[config.mk]
export PLATFORM = sky130hd
export DESIGN_NAME = meter_channel_poll_sequencer_flat
export DESIGN_NICKNAME = d
export VERILOG_FILES = /design/src/rtl/mcps_pkg.sv /design/src/rtl/mcps_req_if.sv /design/src/rtl/mcps_rsp_if.sv /design/src/rtl/mcps_csr.sv /design/src/rtl/mcps_engine.sv /design/src/rtl/mcps_rsp_fifo.sv /design/src/rtl/meter_channel_poll_sequencer.sv /design/src/flat_wrapper.sv
export SDC_FILE = /design/constraint.sdc
export NUM_CORES = 1
export LEC_CHECK = 0
export BUFFER_PORTS_ARGS = -buffer_cell sky130_fd_sc_hd__buf_2
export CAP_MARGIN = 20
export CORE_UTILIZATION = 59
export DETAILED_ROUTE_END_ITERATION = 12
export PLACE_DENSITY = 0.81
export SETUP_SLACK_MARGIN = 0.02
export SLEW_MARGIN = 20
export SYNTH_ARGS = -nofsm -noshare
export SYNTH_HDL_FRONTEND = slang
export SYNTH_SLANG_ARGS = --single-unit
[constraint.sdc]
create_clock -name clock -period 8.65 [get_ports clock]
set_input_delay 1.73 -clock clock [delete_from_list [all_inputs] [get_ports clock]]
set_output_delay 1.73 -clock clock [all_outputs]
set_load 0.01 [all_outputs]
[src/rtl/mcps_pkg.sv]
`timescale 1ns / 1ps
package mcps_pkg;

   localparam int SCAN_STEPS   = 20;
   localparam int NUM_CHANNELS = 6;
   localparam int STEP_W       = 5;
   localparam int CHAN_W       = 3;
   localparam int CNT_W        = 16;
   localparam int RETRY_W      = 4;
   localparam int VALUE_W      = 24;
   localparam int TABLE_W      = 48;
   localparam int ADDR_W       = 6;
   localparam int DATA_W       = 64;
   localparam int FIFO_DEPTH   = 4;
   localparam int FIFO_PTR_W   = 2;
   localparam int FIFO_CNT_W   = 3;

   typedef enum logic [1:0] {
      KIND_ISSUE   = 2'd0,
      KIND_MEASURE = 2'd1,
      KIND_ABANDON = 2'd2
   } kind_type;

   typedef enum logic [2:0] {
      REG_AUTO_ENABLE   = 3'd0,
      REG_SCAN_PERIOD   = 3'd1,
      REG_REPLY_TIMEOUT = 3'd2,
      REG_RETRY_LIMIT   = 3'd3,
      REG_READ_COMMAND  = 3'd4,
      REG_CHANNEL_TABLE = 3'd5
   } reg_index_type;

   localparam logic ACTION_TICK = 1'b0;

   typedef struct packed {
      logic                 auto_enable;
      logic [CNT_W-1:0]     scan_period;
      logic [CNT_W-1:0]     reply_timeout;
      logic [RETRY_W-1:0]   retry_limit;
      logic [7:0]           read_command;
      logic [TABLE_W-1:0]   channel_reg_table;
   } cfg_type;

   typedef struct packed {
      logic       action;
      logic [7:0] resp_byte0;
      logic [7:0] resp_byte1;
      logic [7:0] resp_byte2;
      logic [7:0] resp_check;
   } req_word_type;

   typedef struct packed {
      kind_type           kind;
      logic [7:0]         cmd_byte;
      logic [7:0]         reg_addr;
      logic [CHAN_W-1:0]  channel;
      logic [VALUE_W-1:0] value;
      logic               last;
   } rsp_word_type;

   typedef struct packed {
      logic [1:0]   count;
      rsp_word_type word0;
      rsp_word_type word1;
   } push_type;

   function automatic logic [7:0] reg_of(input logic [TABLE_W-1:0] tbl,
                                         input logic [CHAN_W-1:0] ch);
      logic [CHAN_W-1:0] k;
      k = ch - CHAN_W'(1);
      if (k > CHAN_W'(5)) begin
         return 8'd0;
      end
      return tbl[k*8 +: 8];
   endfunction

   function automatic logic [CHAN_W-1:0] dest_of(input logic [CHAN_W-1:0] ch);
      return (ch == CHAN_W'(1)) ? CHAN_W'(0) : ch;
   endfunction

endpackage

[src/rtl/mcps_req_if.sv]
`timescale 1ns / 1ps
interface mcps_req_if;
   import mcps_pkg::*;
   logic         valid;
   logic         ready;
   req_word_type payload;
   modport source (output valid, output payload, input ready);
   modport sink (input valid, input payload, output ready);
endinterface

[src/rtl/mcps_rsp_if.sv]
`timescale 1ns / 1ps
interface mcps_rsp_if;
   import mcps_pkg::*;
   logic         valid;
   logic         ready;
   rsp_word_type payload;
   modport source (output valid, output payload, input ready);
   modport sink (input valid, input payload, output ready);
endinterface

[src/rtl/mcps_csr.sv]
`timescale 1ns / 1ps
module mcps_csr
   import mcps_pkg::*;
(
   input  logic              clock,
   input  logic              reset,
   input  logic              psel,
   input  logic              penable,
   input  logic              pwrite,
   input  logic [ADDR_W-1:0] paddr,
   input  logic [DATA_W-1:0] pwdata,
   output logic [DATA_W-1:0] prdata,
   output logic              pready,
   output cfg_type           cfg
);

   cfg_type       cfg_ff, cfg_in;
   reg_index_type idx;
   logic          wr_en;

   assign idx    = reg_index_type'(paddr[ADDR_W-1:3]);
   assign wr_en  = psel && penable && pwrite;
   assign pready = 1'b1;
   assign cfg    = cfg_ff;

   always_comb begin
      cfg_in = cfg_ff;
      if (wr_en) begin
         unique case (idx)
            REG_AUTO_ENABLE:   cfg_in.auto_enable       = pwdata[0];
            REG_SCAN_PERIOD:   cfg_in.scan_period       = pwdata[CNT_W-1:0];
            REG_REPLY_TIMEOUT: cfg_in.reply_timeout     = pwdata[CNT_W-1:0];
            REG_RETRY_LIMIT:   cfg_in.retry_limit       = pwdata[RETRY_W-1:0];
            REG_READ_COMMAND:  cfg_in.read_command      = pwdata[7:0];
            REG_CHANNEL_TABLE: cfg_in.channel_reg_table = pwdata[TABLE_W-1:0];
            default: ;
         endcase
      end
   end

   always_comb begin
      prdata = '0;
      unique case (idx)
         REG_AUTO_ENABLE:   prdata = DATA_W'(cfg_ff.auto_enable);
         REG_SCAN_PERIOD:   prdata = DATA_W'(cfg_ff.scan_period);
         REG_REPLY_TIMEOUT: prdata = DATA_W'(cfg_ff.reply_timeout);
         REG_RETRY_LIMIT:   prdata = DATA_W'(cfg_ff.retry_limit);
         REG_READ_COMMAND:  prdata = DATA_W'(cfg_ff.read_command);
         REG_CHANNEL_TABLE: prdata = DATA_W'(cfg_ff.channel_reg_table);
         default:           prdata = '0;
      endcase
   end

   always_ff @(posedge clock) begin
      if (reset) begin
         cfg_ff.auto_enable       <= 1'b1;
         cfg_ff.scan_period       <= CNT_W'(4000);
         cfg_ff.reply_timeout     <= CNT_W'(100);
         cfg_ff.retry_limit       <= RETRY_W'(5);
         cfg_ff.read_command      <= 8'd0;
         cfg_ff.channel_reg_table <= '0;
      end else begin
         cfg_ff <= cfg_in;
      end
   end

endmodule

[src/rtl/mcps_engine.sv]
`timescale 1ns / 1ps
module mcps_engine
   import mcps_pkg::*;
(
   input  logic    clock,
   input  logic    reset,
   input  cfg_type cfg,
   mcps_req_if.sink req,
   input  logic    space,
   output push_type push
);

   logic                in_valid_ff, in_valid_in;
   req_word_type        in_word_ff;
   logic                fire;

   logic [CNT_W-1:0]    period_count_ff, period_count_in;
   logic [CNT_W-1:0]    timeout_count_ff, timeout_count_in;
   logic                waiting_ff, waiting_in;
   logic                busy_ff, busy_in;
   logic [STEP_W-1:0]   scan_step_ff, scan_step_in;
   logic [CHAN_W-1:0]   pending_ff, pending_in;
   logic [RETRY_W-1:0]  retry_ff, retry_in;

   assign fire        = in_valid_ff && space;
   assign req.ready   = !in_valid_ff || fire;
   assign in_valid_in = (req.valid && req.ready) || (in_valid_ff && !fire);

   always_comb begin
      logic         timed_out;
      logic         need_retry;
      logic         ev_valid;
      kind_type     ev_kind;
      logic [VALUE_W-1:0] ev_value;
      logic         sc_valid;
      logic [7:0]   ev_reg;
      logic [7:0]   sum;
      rsp_word_type ev_word, sc_word;

      period_count_in  = period_count_ff;
      timeout_count_in = timeout_count_ff;
      waiting_in       = waiting_ff;
      busy_in          = busy_ff;
      scan_step_in     = scan_step_ff;
      pending_in       = pending_ff;
      retry_in         = retry_ff;
      timed_out        = 1'b0;
      need_retry       = 1'b0;
      ev_valid         = 1'b0;
      ev_kind          = KIND_ISSUE;
      ev_value         = '0;
      sc_valid         = 1'b0;
      ev_reg           = reg_of(cfg.channel_reg_table, pending_ff);
      sum              = cfg.read_command + ev_reg + in_word_ff.resp_byte0
                         + in_word_ff.resp_byte1 + in_word_ff.resp_byte2;

      if (in_word_ff.action == ACTION_TICK) begin
         if (waiting_ff) begin
            timeout_count_in = timeout_count_ff + CNT_W'(1);
            if (timeout_count_in >= cfg.reply_timeout) begin
               timeout_count_in = '0;
               waiting_in       = 1'b0;
               timed_out        = 1'b1;
            end
         end else begin
            timeout_count_in = '0;
         end
         if (cfg.auto_enable) begin
            period_count_in = period_count_ff + CNT_W'(1);
            if (period_count_in >= cfg.scan_period) begin
               period_count_in  = '0;
               scan_step_in     = STEP_W'(SCAN_STEPS);
               busy_in          = 1'b0;
               waiting_in       = 1'b0;
               timed_out        = 1'b0;
               timeout_count_in = '0;
            end
         end else begin
            period_count_in = '0;
         end
         need_retry = timed_out && busy_in;
      end else if (busy_ff) begin
         if (in_word_ff.resp_check == ~sum) begin
            busy_in          = 1'b0;
            waiting_in       = 1'b0;
            timeout_count_in = '0;
            retry_in         = '0;
            ev_valid         = 1'b1;
            ev_kind          = KIND_MEASURE;
            ev_value         = {in_word_ff.resp_byte0, in_word_ff.resp_byte1,
                                in_word_ff.resp_byte2};
         end else begin
            need_retry = 1'b1;
         end
      end

      if (need_retry) begin
         ev_valid         = 1'b1;
         timeout_count_in = '0;
         if (retry_ff < cfg.retry_limit) begin
            retry_in   = retry_ff + RETRY_W'(1);
            busy_in    = 1'b1;
            waiting_in = 1'b1;
            ev_kind    = KIND_ISSUE;
         end else begin
            busy_in    = 1'b0;
            waiting_in = 1'b0;
            retry_in   = '0;
            ev_kind    = KIND_ABANDON;
         end
      end

      if (!busy_in && scan_step_in != '0) begin
         if (scan_step_in <= STEP_W'(NUM_CHANNELS)) begin
            pending_in       = scan_step_in[CHAN_W-1:0];
            retry_in         = '0;
            busy_in          = 1'b1;
            waiting_in       = 1'b1;
            timeout_count_in = '0;
            sc_valid         = 1'b1;
         end
         scan_step_in = scan_step_in - STEP_W'(1);
      end

      ev_word.kind     = ev_kind;
      ev_word.cmd_byte = cfg.read_command;
      ev_word.reg_addr = ev_reg;
      ev_word.channel  = dest_of(pending_ff);
      ev_word.value    = ev_value;
      ev_word.last     = !sc_valid;

      sc_word.kind     = KIND_ISSUE;
      sc_word.cmd_byte = cfg.read_command;
      sc_word.reg_addr = reg_of(cfg.channel_reg_table, pending_in);
      sc_word.channel  = dest_of(pending_in);
      sc_word.value    = '0;
      sc_word.last     = 1'b1;

      push.word0 = ev_valid ? ev_word : sc_word;
      push.word1 = sc_word;
      push.count = fire ? (2'(ev_valid) + 2'(sc_valid)) : 2'd0;
   end

   always_ff @(posedge clock) begin
      if (req.valid && req.ready) begin
         in_word_ff <= req.payload;
      end
   end

   always_ff @(posedge clock) begin
      if (reset) begin
         in_valid_ff      <= 1'b0;
         period_count_ff  <= '0;
         timeout_count_ff <= '0;
         waiting_ff       <= 1'b0;
         busy_ff          <= 1'b0;
         scan_step_ff     <= '0;
         pending_ff       <= '0;
         retry_ff         <= '0;
      end else begin
         in_valid_ff <= in_valid_in;
         if (fire) begin
            period_count_ff  <= period_count_in;
            timeout_count_ff <= timeout_count_in;
            waiting_ff       <= waiting_in;
            busy_ff          <= busy_in;
            scan_step_ff     <= scan_step_in;
            pending_ff       <= pending_in;
            retry_ff         <= retry_in;
         end
      end
   end

endmodule

[src/rtl/mcps_rsp_fifo.sv]
`timescale 1ns / 1ps
module mcps_rsp_fifo
   import mcps_pkg::*;
(
   input  logic     clock,
   input  logic     reset,
   input  push_type push,
   output logic     space,
   mcps_rsp_if.source rsp
);

   rsp_word_type          mem [FIFO_DEPTH];
   logic [FIFO_PTR_W-1:0] wr_ptr_ff, wr_ptr_in;
   logic [FIFO_PTR_W-1:0] rd_ptr_ff, rd_ptr_in;
   logic [FIFO_CNT_W-1:0] count_ff, count_in;
   logic                  pop;

   assign space       = count_ff <= FIFO_CNT_W'(FIFO_DEPTH - 2);
   assign rsp.valid   = count_ff != '0;
   assign rsp.payload = mem[rd_ptr_ff];
   assign pop         = rsp.valid && rsp.ready;

   assign wr_ptr_in = wr_ptr_ff + FIFO_PTR_W'(push.count);
   assign rd_ptr_in = rd_ptr_ff + FIFO_PTR_W'(pop);
   assign count_in  = count_ff + FIFO_CNT_W'(push.count) - FIFO_CNT_W'(pop);

   always_ff @(posedge clock) begin
      if (push.count != 2'd0) begin
         mem[wr_ptr_ff] <= push.word0;
      end
      if (push.count == 2'd2) begin
         mem[wr_ptr_ff + FIFO_PTR_W'(1)] <= push.word1;
      end
   end

   always_ff @(posedge clock) begin
      if (reset) begin
         wr_ptr_ff <= '0;
         rd_ptr_ff <= '0;
         count_ff  <= '0;
      end else begin
         wr_ptr_ff <= wr_ptr_in;
         rd_ptr_ff <= rd_ptr_in;
         count_ff  <= count_in;
      end
   end

endmodule

[src/rtl/meter_channel_poll_sequencer.sv]
`timescale 1ns / 1ps
// Poll sequencer for a six-channel metering chip. Each req word is a timer tick or a
// four-byte read response; each rsp word is a read to issue, a measurement or an abandoned
// read, and an item yields zero, one or two words, the final one flagged by last. A new
// item is taken every cycle unless stalled: it lands in an input register and is evaluated
// in one pass, its words going into a four-entry result queue, which registers them before
// the first word is offered. req.ready drops only while that queue cannot take two more
// words, so the sustained rate is one item per cycle, bounded by the rsp side at one word
// per cycle. Registers sit on the APB port at byte address 8*i.
module meter_channel_poll_sequencer
   import mcps_pkg::*;
(
   input  logic              clock,
   input  logic              reset,
   mcps_req_if.sink          req,
   mcps_rsp_if.source        rsp,
   input  logic              psel,
   input  logic              penable,
   input  logic              pwrite,
   input  logic [ADDR_W-1:0] paddr,
   input  logic [DATA_W-1:0] pwdata,
   output logic [DATA_W-1:0] prdata,
   output logic              pready
);

   cfg_type  cfg;
   push_type push;
   logic     space;

   mcps_csr u_csr (
      .clock   (clock),
      .reset   (reset),
      .psel    (psel),
      .penable (penable),
      .pwrite  (pwrite),
      .paddr   (paddr),
      .pwdata  (pwdata),
      .prdata  (prdata),
      .pready  (pready),
      .cfg     (cfg)
   );

   mcps_engine u_engine (
      .clock (clock),
      .reset (reset),
      .cfg   (cfg),
      .req   (req),
      .space (space),
      .push  (push)
   );

   mcps_rsp_fifo u_fifo (
      .clock (clock),
      .reset (reset),
      .push  (push),
      .space (space),
      .rsp   (rsp)
   );

endmodule

[src/flat_wrapper.sv]
// flat-port wrapper written by rule: the top's interface ports become plain ports
module meter_channel_poll_sequencer_flat import mcps_pkg::*;
  (clock, reset, psel, penable, pwrite, paddr, pwdata, prdata, pready, req_valid, req_payload, req_ready, rsp_valid, rsp_payload, rsp_ready);
  mcps_req_if req_i ();
  mcps_rsp_if rsp_i ();
  input  logic clock;
  input  logic reset;
  input  logic psel;
  input  logic penable;
  input  logic pwrite;
  input  logic [ADDR_W-1:0] paddr;
  input  logic [DATA_W-1:0] pwdata;
  output logic [DATA_W-1:0] prdata;
  output logic pready;
  input wire logic [$bits(req_i.valid)-1:0] req_valid;
  input wire logic [$bits(req_i.payload)-1:0] req_payload;
  output wire logic [$bits(req_i.ready)-1:0] req_ready;
  output wire logic [$bits(rsp_i.valid)-1:0] rsp_valid;
  output wire logic [$bits(rsp_i.payload)-1:0] rsp_payload;
  input wire logic [$bits(rsp_i.ready)-1:0] rsp_ready;
  assign req_i.valid = req_valid;
  assign req_i.payload = req_payload;
  assign req_ready = req_i.ready;
  assign rsp_valid = rsp_i.valid;
  assign rsp_payload = rsp_i.payload;
  assign rsp_i.ready = rsp_ready;
  meter_channel_poll_sequencer u_core (.clock(clock), .reset(reset), .req(req_i), .rsp(rsp_i), .psel(psel), .penable(penable), .pwrite(pwrite), .paddr(paddr), .pwdata(pwdata), .prdata(prdata), .pready(pready));
endmodule
==> results summary <==
The flow ran to the end, and the final reports show no timing, DRC or antenna violations. The worst ir drop on vdd is 0.191 mV. The time the worst path needs with I/O delays and setup is 8.07 ns. Dividing total power by cell area gives a power density of 203 nW/um2.

The floorplan row count came out at 64. The number of DRC violations after detailed routing is 0. The clock passes through at most 3 buffers. The tightest min-delay check is of the reg2reg type.

The total number of H-tree levels is 2. Clock skew on the completed layout was measured at a little over 0.03 ns. The count of cells along the worst register-to-register path is 22. Summed over all nets, the half-perimeter wirelength after detailed placement is approximately 35 mm. The total count of hold-check failures in the final report came out at 0. Among all flip-flop cells after synthesis, the most frequent one is dfxtp_1.

The sequential cell area fraction in the yosys report is 0.454. The number of nets in the layout came out at ~2,100. The initial utilization of the core area, before any placement, comes to 0.601. The sum of internal, switching and leakage power is ~4.2 mW. The Yosys step of the flow raised 0 warnings. The via count of the routed design is 14,851. The core footprint came out at about 30,000 um2.

The total clock sinks came out at 364. At the worst endpoint, the arrival time is between 8 and 9 ns. The period utilization came out at 0.933. The top-level port count is about 220.

For this block, the routed nets add up to 49.4 mm of wire. The reported leakage power came out at 8.27 nW. The maximum fanout along the worst path came out at 9. In this run the post-CTS setup repair buffer count came out at 0. The width of the chip came out at 179 um.

The area of the mapped netlist is 18,400 um2. At the pin with the least slew margin, the transition time is approximately 1.1 ns. The highest clock frequency the design can meet came out at 124 MHz. The number of antenna violations at the first check in global routing is 0.

The library cell used most frequently in the layout, excluding fill and tap cells, is dfxtp_1. The number of enable-type register cells in the synthesized netlist is roughly 110. The distinct cell type count after synthesis came out at 74. The number of global-route vias before repair came out at 14,097. The start-to-end type of the worst setup path is reg2reg. In this run the critical register-to-register path is captured at u_core.u_fifo.mem[2][30]. Summed over all failing endpoints, the final setup total negative slack is 0 ns. The first-pass GRT wire length is ~76 mm. The worst setup path is captured at a register.

The final weighted congestion in routability-driven placement is 0.900. Clock latency on the worst-skew pair, taken at its later pin, is between 0.5 and 0.6 ns. The area of all placed cells without fillers is 20,900 um2. The die outline area is 32,000 um2. A synthesized cell averages around 10 um2. The cell family contributing the most delay on the critical path is compound AO/OA/AOI/OAI gates. The count of input and output buffers came out at 186. The root buffer cell is clkbuf_16.

The starting DRC count in detailed routing came out at 1,482. For hold timing, the worst endpoint is u_core.u_fifo.mem[3][44]. The cell depth of the worst setup path is 22. Summed over all instances, the cell type with the most area after synthesis is dfxtp_1.

Dividing the detail-routed wire length by the instance count gives 20.8 um. Leaving out fill and tap cells, the most frequent cells in the layout are 253 x dfxtp_1, 242 x nand2_1, 185 x buf_2. The clock tree from TritonCTS is built. Across all register-to-register paths, the minimum setup slack is 0.58 ns. The number of buffers and inverters on the critical path is 3. The global-route congestion overflow total came out at 0. The CTS clock-pin slew for the worst setup and hold paths came out at 0.06 ns.

The relative slew slack is 0.286. The cell count after synthesis came out at 1,820. By area the synthesized netlist is led by dfxtp_1 28%, edfxtp_1 18%, mux4_2 7.0%, nand2_1 4.9%, a22o_1 4.7%. After synthesis, the share of flip-flops with an asynchronous set or reset is 0. The total of endpoints with negative setup slack in the final report came out at 0.

The launch instance of the worst min-delay path is u_core.u_fifo.mem[3][44]. The slowest stage of the critical path belongs to the cell o21ai_1. The first-pass iteration count of the detailed router came out at 6. Traced cell by cell, the critical path runs through inv_1 > ha_2 > mux4_2 > a21oi_1 > fa_1 > inv_1 > fa_1 > ha_1 > fa_1 > a21o_1 > a21oi_1 > xnor2_1 > nor4_1 > inv_1 > o31a_4 > nor3_4 > ha_1 > o21ai_1 > nor2_1 > a21oi_1 > nor2_1 > a221o_1. The number of pins with negative max-slew slack in the final report was 0.

The die extent in y is 179 um. The portion of synthesized cell area occupied by the leading cell type is 0.277. The number of register bits inferred by synthesis came out at between 300 and 400.

The largest single stage delay on the critical path is 0.64 ns. The number of vias per cell after detailed routing came out at about 6.2. Once placement finished, the instance area stood at 19,600 um2. Of the cells placed in the final design, the portion with a size suffix greater than 1 is 0.183. Setup repair after global routing left no endpoint under its margin.

Entering global routing, the biggest net connects 74 pins. The number of clock buffers added by TritonCTS is 39. The total routing resource utilization after global routing is 0.307. In this run the critical register-to-register path is launched from u_core.u_engine.pending_ff[1]. Counting instances, the worst hold path has a depth of 1. The required time of the critical path is 8.91 ns. The number of nets with antenna violations after routing is 0. The count of maximum capacitance violations came out at 0. The area overhead of the layout relative to synthesis came out at 13.3%. The worst setup path is launched from a register.
## worst max path at each step
stage / from / endpoint / slack (ns)
finish: u_core.u_engine.pending_ff[1] / u_core.u_fifo.mem[2][30] / 0.58
global route: u_core.u_engine.pending_ff[1] / u_core.u_fifo.mem[0][34] / 0.13
CTS: u_core.u_engine.pending_ff[1] / u_core.u_fifo.mem[0][34] / 0.51
detailed placement: u_core.u_engine.pending_ff[1] / u_core.u_fifo.mem[0][34] / 0.57
global placement: u_core.u_engine.pending_ff[1] / u_core.u_fifo.mem[2][32] / 0.71
floorplan: u_core.u_engine.pending_ff[0] / u_core.u_fifo.mem[1][28] / 1.49
## cell usage after synthesis (5+ instances only)
master    number
or3_1          5
mux4_2        57
nand4_1        9
buf_1         11
o211ai_1      11
and2_1        33
buf_4         17
nand2_1      242
a211oi_1      22
xnor2_1       28
o221ai_2       5
a22o_1        99
clkbuf_1      96
edfxtp_1     109
a21o_1        13
a221o_1       24
a22oi_1       45
fa_1          21
o22ai_1       28
mux2i_1       38
dfxtp_1      255
a21oi_1      118
o21ai_0       56
nor3_1        10
xor2_1        24
nor2b_1       16
nand3b_1       5
mux2_2         5
nor2_1       127
ha_1          60
inv_1         83
nand3_1       22
nand2b_1      14
and3_1        44
## routing by layer
metal | global-route usage | routed length (um) | part of all wire
met1 | 0.412 | 20700 | 0.42
met2 | 0.507 | 24200 | 0.49
met3 | 0.0475 | 3290 | 0.066
met4 | 0.0975 | 1300 | 0.026
met5 | 0 | 0 | 0
## per-stage QoR
stage          cells  setup slack [ns]  hold WS [ns]  utilization
2_1_floorplan   1835              1.49         0.421            -
3_3_place_gp    2308             0.708         0.430        0.638
3_5_place_dp    2308             0.573         0.436        0.638
4_1_cts         2380             0.506         0.450        0.681
5_1_grt         2380             0.131         0.472        0.681
6_report        2382             0.576         0.447        0.681
## layout make-up
cell class              instances  area (um2)
repair buffers                205        1080
diodes                          2        5.00
inverters                      83         312
fillers                      2307        9780
clock inverters                18         211
well taps                     396         495
flip-flops and latches        364        8380
clock buffers                  54        1090
multi-input cells            1260        9320
## worst register-to-register path, delay by kind of cell, from the launching register on
kind                     cells  cell delay (ns)
AND/OR/NAND/NOR              4             1.06
AO/OA/AOI/OAI                7             2.83
multiplexers                 1             0.58
adder cells (fa/ha/maj)      6             2.50
XOR/XNOR                     1             0.10
buffers and inverters        3             0.34
flip-flops                   1             0.41
## cells by family after synthesis
group / after synthesis / share of synthesized area
adder cells (fa/ha/maj): 81 / 0.0635
flip-flops: 364 / 0.454
AND/OR/NAND/NOR: 550 / 0.137
multiplexers: 100 / 0.0933
AO/OA/AOI/OAI: 457 / 0.177
buffers and inverters: 211 / 0.0470
XOR/XNOR: 55 / 0.0273
other: 2 / 0.000407
## where the power goes
part | total [mW] | internal, mW | switching (mW)
clock network | 1.70 | 1.01 | 0.691
logic | 0.672 | 0.287 | 0.385
registers | 1.86 | 1.79 | 0.0671
## sequential cells by signal (all words and copies together), names as in the netlist
register	cells
u_core.u_csr.cfg	93
u_core.u_engine.busy_ff	1
u_core.u_engine.in_valid_ff	1
u_core.u_engine.in_word_ff	33
u_core.u_engine.pending_ff	3
u_core.u_engine.period_count_ff	16
u_core.u_engine.retry_ff	4
u_core.u_engine.scan_step_ff	5
u_core.u_engine.timeout_count_ff	16
u_core.u_engine.waiting_ff	1
u_core.u_fifo.count_ff	3
u_core.u_fifo.mem	184
u_core.u_fifo.rd_ptr_ff	2
u_core.u_fifo.wr_ptr_ff	2
## repair_timing
item | CTS | global route
hold buffers | 0 | 0
resized for setup | 0 | 1
setup endpoints to repair | 0 | 9
(Power assumes the default switching activity.)
